`config.mk`:
```
export PLATFORM = sky130hd
export DESIGN_NAME = button_pulse_report_manager
export DESIGN_NICKNAME = d
export VERILOG_FILES = /design/src/hw/rtl/bprm_pkg.sv /design/src/hw/rtl/bprm_expire_scan.sv /design/src/hw/rtl/button_pulse_report_manager.sv
export SDC_FILE = /design/constraint.sdc
export NUM_CORES = 2
export LEC_CHECK = 0
export ABC_AREA = 1
export BUFFER_PORTS_ARGS = -buffer_cell sky130_fd_sc_hd__buf_2
export CELL_PAD_IN_SITES_DETAIL_PLACEMENT = 2
export CELL_PAD_IN_SITES_GLOBAL_PLACEMENT = 2
export CORE_ASPECT_RATIO = 1.75
export CORE_MARGIN = 10
export CORE_UTILIZATION = 40
export CTS_CLUSTER_DIAMETER = 100
export CTS_CLUSTER_SIZE = 12
export DETAILED_ROUTE_END_ITERATION = 6
export GPL_TIMING_DRIVEN = 0
export MAX_ROUTING_LAYER = met4
export PLACE_DENSITY_LB_ADDON = 0.1
export SYNTH_ARGS = -nofsm -noshare
export SYNTH_HDL_FRONTEND = slang
export SYNTH_HIERARCHICAL = 1
export SYNTH_SLANG_ARGS = --single-unit
```
`constraint.sdc`:
```
create_clock -name aclk -period 3.4 [get_ports aclk]
set_clock_uncertainty 0.05 [all_clocks]
set_input_delay 0.34 -clock aclk [delete_from_list [all_inputs] [get_ports aclk]]
set_output_delay 0.34 -clock aclk [all_outputs]
set_load 0.01 [all_outputs]
```
`src/hw/rtl/bprm_pkg.sv`:
```
`timescale 1ns / 1ps
// ----------------------------------------------------------------------------
// bprm_pkg
// shared constants, item kinds and scan event type for the button pulse
// report manager
// ----------------------------------------------------------------------------
package bprm_pkg;

    localparam int NUM_BUTTONS = 32;
    localparam int TICK_BITS   = 32;
    localparam int SLOT_COUNT  = 32;
    localparam int SLOT_W      = $clog2(SLOT_COUNT);

    localparam int BTN_W   = 32;
    localparam int KIND_W  = 2;
    localparam int DUR_W   = 31;

    localparam int S_FIELD_W = BTN_W + SLOT_W + DUR_W + 1;
    localparam int S_DATA_W  = ((S_FIELD_W + 7) / 8) * 8;
    localparam int M_DATA_W  = BTN_W;

    localparam logic [BTN_W-1:0] BTN_MASK =
        BTN_W'((64'd1 << NUM_BUTTONS) - 64'd1);
    localparam logic [SLOT_W-1:0] LAST_SLOT = SLOT_W'(NUM_BUTTONS - 1);

    localparam logic [KIND_W-1:0] KIND_SET    = 2'd0;
    localparam logic [KIND_W-1:0] KIND_PULSE  = 2'd1;
    localparam logic [KIND_W-1:0] KIND_TICK   = 2'd2;
    localparam logic [KIND_W-1:0] KIND_REFUSE = 2'd3;

    typedef struct packed {
        logic              due;
        logic              done;
        logic [SLOT_W-1:0] idx;
    } scan_evt_t;

endpackage

```
`src/hw/rtl/bprm_expire_scan.sv`:
```
`timescale 1ns / 1ps
// ----------------------------------------------------------------------------
// bprm_expire_scan
// release time memory and the shared wrap-safe due compare, stepped over
// all buttons one entry per cycle
// ----------------------------------------------------------------------------
module bprm_expire_scan (
    input  logic                              aclk,
    input  logic                              aresetn,
    input  logic                              wr_en,
    input  logic [bprm_pkg::SLOT_W-1:0]       wr_idx,
    input  logic [bprm_pkg::TICK_BITS-1:0]    wr_data,
    input  logic                              start,
    input  logic [bprm_pkg::TICK_BITS-1:0]    now_ticks,
    output bprm_pkg::scan_evt_t               evt
);
    import bprm_pkg::*;

    logic [TICK_BITS-1:0] release_mem [SLOT_COUNT];

    logic                 issue_reg, issue_next;
    logic [SLOT_W-1:0]    addr_reg, addr_next;
    logic                 rd_vld_reg;
    logic [SLOT_W-1:0]    rd_idx_reg;
    logic [TICK_BITS-1:0] rd_data_reg;
    logic [TICK_BITS-1:0] diff;

    always_ff @(posedge aclk) begin
        if (wr_en) begin
            release_mem[wr_idx] <= wr_data;
        end
        if (issue_reg) begin
            rd_data_reg <= release_mem[addr_reg];
        end
        rd_idx_reg <= addr_reg;
    end

    always_comb begin
        issue_next = issue_reg;
        addr_next  = addr_reg;
        if (start) begin
            issue_next = 1'b1;
            addr_next  = '0;
        end else if (issue_reg) begin
            addr_next = addr_reg + SLOT_W'(1);
            if (addr_reg == LAST_SLOT) begin
                issue_next = 1'b0;
            end
        end
    end

    always_ff @(posedge aclk) begin
        if (!aresetn) begin
            issue_reg  <= 1'b0;
            addr_reg   <= '0;
            rd_vld_reg <= 1'b0;
        end else begin
            issue_reg  <= issue_next;
            addr_reg   <= addr_next;
            rd_vld_reg <= issue_reg;
        end
    end

    assign diff     = now_ticks - rd_data_reg;
    assign evt.due  = rd_vld_reg && !diff[TICK_BITS-1];
    assign evt.done = rd_vld_reg && (rd_idx_reg == LAST_SLOT);
    assign evt.idx  = rd_idx_reg;

endmodule

```
`src/hw/rtl/button_pulse_report_manager.sv`:
```
`timescale 1ns / 1ps
// ----------------------------------------------------------------------------
// button_pulse_report_manager
// button mask, timed pulse presses and report pacing on millisecond ticks
// ----------------------------------------------------------------------------
// set, pulse and refused transactions do not stall; the next is taken at once
// a tick with host ready and pulses held stalls for one release time
//   memory read per button through the shared due compare, then the report
// with no pulses a ready tick goes to the report; unready ticks do not stall
// a report waits in the output register while further transactions are taken
// aresetn clears masks, tick count and pending flag; release times stay unset
module button_pulse_report_manager (
    input  logic                            aclk,
    input  logic                            aresetn,
    input  logic                            s_tvalid,
    output logic                            s_tready,
    // new_buttons[31:0], button_index[36:32], press_ticks[67:37],
    // host_ready[68], zero pad
    input  logic [bprm_pkg::S_DATA_W-1:0]   s_tdata,
    // kind[1:0]
    input  logic [bprm_pkg::KIND_W-1:0]     s_tuser,
    output logic                            m_tvalid,
    input  logic                            m_tready,
    // report_buttons[31:0]
    output logic [bprm_pkg::M_DATA_W-1:0]   m_tdata
);
    import bprm_pkg::*;

    localparam logic [1:0] ST_IDLE = 2'd0;
    localparam logic [1:0] ST_SCAN = 2'd1;
    localparam logic [1:0] ST_EMIT = 2'd2;

    logic [1:0]           state_reg, state_next;
    logic [BTN_W-1:0]     mask_reg, mask_next;
    logic [BTN_W-1:0]     pulse_reg, pulse_next;
    logic [TICK_BITS-1:0] now_reg, now_next;
    logic                 pend_reg, pend_next;
    logic                 m_valid_reg, m_valid_next;
    logic [M_DATA_W-1:0]  m_data_reg, m_data_next;

    logic [BTN_W-1:0]     req;
    logic [SLOT_W-1:0]    idx;
    logic [DUR_W-1:0]     dur;
    logic                 ready;
    logic                 accept;
    logic [BTN_W-1:0]     free_bits;
    logic [BTN_W-1:0]     idx_bit;
    logic                 wr_en;
    logic [TICK_BITS-1:0] wr_data;
    logic                 scan_start;
    scan_evt_t            evt;

    assign req   = s_tdata[BTN_W-1:0] & BTN_MASK;
    assign idx   = s_tdata[BTN_W +: SLOT_W];
    assign dur   = s_tdata[BTN_W+SLOT_W +: DUR_W];
    assign ready = s_tdata[BTN_W+SLOT_W+DUR_W];

    assign s_tready  = (state_reg == ST_IDLE);
    assign accept    = s_tvalid && s_tready;
    assign free_bits = ~pulse_reg & BTN_MASK;
    assign idx_bit   = BTN_W'(1) << idx;

    assign wr_en   = accept && (s_tuser == KIND_PULSE)
                     && ({1'b0, idx} < (SLOT_W + 1)'(NUM_BUTTONS));
    assign wr_data = now_reg + TICK_BITS'(dur);
    assign scan_start = accept && (s_tuser == KIND_TICK) && ready && (pulse_reg != '0);

    bprm_expire_scan u_scan (
        .aclk      (aclk),
        .aresetn   (aresetn),
        .wr_en     (wr_en),
        .wr_idx    (idx),
        .wr_data   (wr_data),
        .start     (scan_start),
        .now_ticks (now_reg),
        .evt       (evt)
    );

    always_comb begin
        state_next   = state_reg;
        mask_next    = mask_reg;
        pulse_next   = pulse_reg;
        now_next     = now_reg;
        pend_next    = pend_reg;
        m_valid_next = m_valid_reg;
        m_data_next  = m_data_reg;

        if (m_valid_reg && m_tready) begin
            m_valid_next = 1'b0;
        end

        unique case (state_reg)
            ST_IDLE: begin
                if (accept) begin
                    unique case (s_tuser)
                        KIND_SET: begin
                            if ((mask_reg & free_bits) != (req & free_bits)) begin
                                mask_next = (mask_reg & pulse_reg) | (req & free_bits);
                                pend_next = 1'b1;
                            end
                        end
                        KIND_PULSE: begin
                            if (wr_en) begin
                                pulse_next = pulse_reg | idx_bit;
                                mask_next  = mask_reg | idx_bit;
                                pend_next  = 1'b1;
                            end
                        end
                        KIND_TICK: begin
                            now_next = now_reg + TICK_BITS'(1);
                            if (ready) begin
                                state_next = scan_start ? ST_SCAN : ST_EMIT;
                            end
                        end
                        KIND_REFUSE: begin
                            pend_next = 1'b1;
                        end
                        default: begin
                            pend_next = pend_reg;
                        end
                    endcase
                end
            end
            ST_SCAN: begin
                if (evt.due && pulse_reg[evt.idx]) begin
                    pulse_next[evt.idx] = 1'b0;
                    mask_next[evt.idx]  = 1'b0;
                    pend_next           = 1'b1;
                end
                if (evt.done) begin
                    state_next = ST_EMIT;
                end
            end
            ST_EMIT: begin
                if (!pend_reg) begin
                    state_next = ST_IDLE;
                end else if (!m_valid_reg || m_tready) begin
                    m_valid_next = 1'b1;
                    m_data_next  = mask_reg;
                    pend_next    = 1'b0;
                    state_next   = ST_IDLE;
                end
            end
            default: begin
                state_next = ST_IDLE;
            end
        endcase
    end

    always_ff @(posedge aclk) begin
        if (!aresetn) begin
            state_reg   <= ST_IDLE;
            mask_reg    <= '0;
            pulse_reg   <= '0;
            now_reg     <= '0;
            pend_reg    <= 1'b0;
            m_valid_reg <= 1'b0;
        end else begin
            state_reg   <= state_next;
            mask_reg    <= mask_next;
            pulse_reg   <= pulse_next;
            now_reg     <= now_next;
            pend_reg    <= pend_next;
            m_valid_reg <= m_valid_next;
        end
    end

    always_ff @(posedge aclk) begin
        m_data_reg <= m_data_next;
    end

    assign m_tvalid = m_valid_reg;
    assign m_tdata  = m_data_reg;

endmodule

```
==> metrics.txt <==
wire per inst 35.27 um; vias per inst 6.068; CTS root buffer clkbuf_16; I/O pin count 112; HPWL after DPL 180800 um; Post-synth EDFFs 1088; Crit. End Element flip-flop; Synth Area per Inst 10.65 um2; largest net degree at the start of global routing 38; Post-Synth Simple-Gate Area 0.1843; Largest register FFs 1024; Clk Latency, worst-skew pair 0.77 ns; Core ar. 131200 um2; Required @ worst endpoint 3.87 ns; Synth area leader edfxtp_1; # Max-Cap Violations 0; largest register by flop count u_scan/release_mem; Synth top area share 0.6201; largest family of logic cells by synthesized area simple AND/OR/NAND/NOR gates; Hold WC Path Type primary input to flip-flop; Synth Area in Adders 0.01629; Worst-Margin Slew 1.274 ns; worst hold margin 0.02373 ns; DR DRC count 0; Post-Place Cell Area 57490 um2; pwr/cell area 503.8 nW/um2; Synth Area in XOR/XNOR 0.006982; Final #Nets 5468; Mapped Cells 4948; first-pass iteration count of the detailed router 5; grt total ovfl 0; setup violators final 3; proportion of power drawn by flip-flops and latches 0.528; mux share of post-synthesis cell area 0; max-slew violation count 0; Crit path arrival time 3.94 ns; die span in y 500.1 um; library cells used by synthesis 51; most frequent cells after synthesis nand2_1, edfxtp_1, nor2_1; Design Area, Final 61570 um2; multi-input logic area 16250 um2; RSZ-0062 raised after global routing false; P_sw 8.093 mW; die width 294.3 um; Final WS setup -0.07419 ns; Startpoint Class flip-flop; initial antenna violation count 12; #FFs+latches synth 1200; CTS Sinks 1200; Max VDD drop 0.4027 mV; synth top area cells edfxtp_1, nand2_1, dfxtp_1; async set-reset flop share out of synthesis 0; layout filler cell count 13490; Comb pwr share 0.099; GPL Wtd Cong 0.9629; register area share after synthesis 0.6627; drt first-iter violations 3511; IO buf count 108; Crit Path Class flip-flop to flip-flop; Synth Flop Type edfxtp_1; Synth warnings 6; # rows 176; Clock transition at path regs 0.07 ns; post-layout minimum cycle time 3.474 ns; Final Hold Viols 0; ANT nets after route 0; TritonCTS Buffers 109; Clock Tree Buf Depth 3; most common cell in the netlist nand2_1; max frequency 0.2878 GHz; Max FO, Critical Path 10; global-route wire length before repair 348400 um; Max H-tree Level 3; status finished with violations; sequential cell area 34920 um2; syn nets 5094; failing checks negative setup slack; Lkg Pwr 22.69 nW; GRT Overall Usage 0.3446; mapped cell area 52690 um2; P_int 22.92 mW; Layout area overhead 16.87%; Slew headroom 0.1507; share of cells above drive strength 1 0.1162; vias 42880; initial core utilization 0.4014; Sw Share 0.2609; total die area 147200 um2; post-layout util 0.4691; Compound-Gate Fraction of Synth Area 0.08419; CTS tree built; vias in the first global route 47070; Final period util 1.022; final wirelength 249300 um; clock power share 0.373
-- cell type report --
class	instances	area share
flip-flops and latches	1200	0.5671
multi-input cells	3197	0.2639
clock buffers	153	0.04767
repair buffers	262	0.04666
well taps	1691	0.03436
plain buffers	257	0.02126
inverters	295	0.01798
clock inverters	4	0.0007519
diodes	7	0.0002845
-- power groups by stage --
stage                     clock network [mW]  registers, mW  logic (mW)
after floorplan                            0           16.6        1.39
after global placement                     0           16.7        2.61
after detailed placement                   0           16.7        2.89
after CTS                               11.6           16.4        2.97
after global routing                    12.2           16.4        3.21
final                                   11.6           16.4        3.06
-- critical path, cell delays in order (launching register included) --
cell and delay (ns):
dfxtp_1 0.50, clkbuf_1 0.52, clkbuf_1 0.71, nand2_1 0.16, a31oi_1 0.56, nand2_1 0.49
nand2_1 0.17, inv_1 0.05
-- what timing repair did --
action,CTS,global route
setup endpoints to repair,1457,398
setup buffers,78,4
pin swaps,31,4
gates cloned,1,0
gates resized for setup,22,31
hold buffers,7,0
endpoints found under the hold margin,11,0
-- routing by layer --
metal | vias to the layer above | routed length (um) | GRT usage
met5 | - | 0 | -
met4 | 0 | 26780 | 0.3072
met3 | 873 | 13660 | 0.05434
met2 | 1931 | 128400 | 0.5976
met1 | 21970 | 80440 | 0.3262
li1 | 18100 | - | -
-- layout by cell type, fill, tap and decap left out, types with 10 or more instances in the layout --
cell,n
nor2_1,543
o211ai_1,33
edfxtp_1,1088
a31oi_1,73
nor3_1,41
buf_4,104
o21ai_0,334
buf_1,13
clkbuf_1,154
o221ai_1,97
nand4_1,60
nand2_1,1158
clkbuf_16,111
nand3_1,439
buf_6,13
nor4_1,18
xor2_4,24
buf_2,179
ha_1,66
a21oi_1,154
buf_16,20
dfxtp_1,108
inv_1,284
a21o_1,10
buf_12,57
nor2_4,38
-- stage by stage --
| stage | setup slack (ns) | TNS [ns] | std cells | power [mW] |
|---|---|---|---|---|
| after floorplan | 0.3566 | 0 | 4948 | 18.04 |
| after global placement | -3.209 | -4483.42 | 6747 | 19.33 |
| after detailed placement | -1.208 | -1106.15 | 6812 | 19.59 |
| after CTS | 0.002172 | 0 | 7055 | 30.98 |
| after global routing | 0.01376 | 0 | 7064 | 31.84 |
| final | -0.07419 | -0.1084 | 7066 | 31.02 |
-- worst paths after layout --
kind                       from                      to  slack (ns)  depth (start not counted)
max          u_scan/addr_reg[4]  u_scan/rd_data_reg[19]       -0.07                          7
min                 s_tdata[68]            state_reg[0]        0.02                          5
max reg2reg  u_scan/addr_reg[4]  u_scan/rd_data_reg[19]       -0.07                          7
min reg2reg  u_scan/addr_reg[2]    u_scan/rd_idx_reg[2]        0.36                          0
-- cells by family after synthesis --
| logic type | Yosys count |
|---|---|
| buffers and inverters | 552 |
| XOR/XNOR | 42 |
| AO/OA/AOI/OAI | 752 |
| AND/OR/NAND/NOR | 2334 |
| flip-flops | 1200 |
| adder cells (fa/ha/maj) | 68 |
Note: power is estimated with default switching activity, not from simulation.
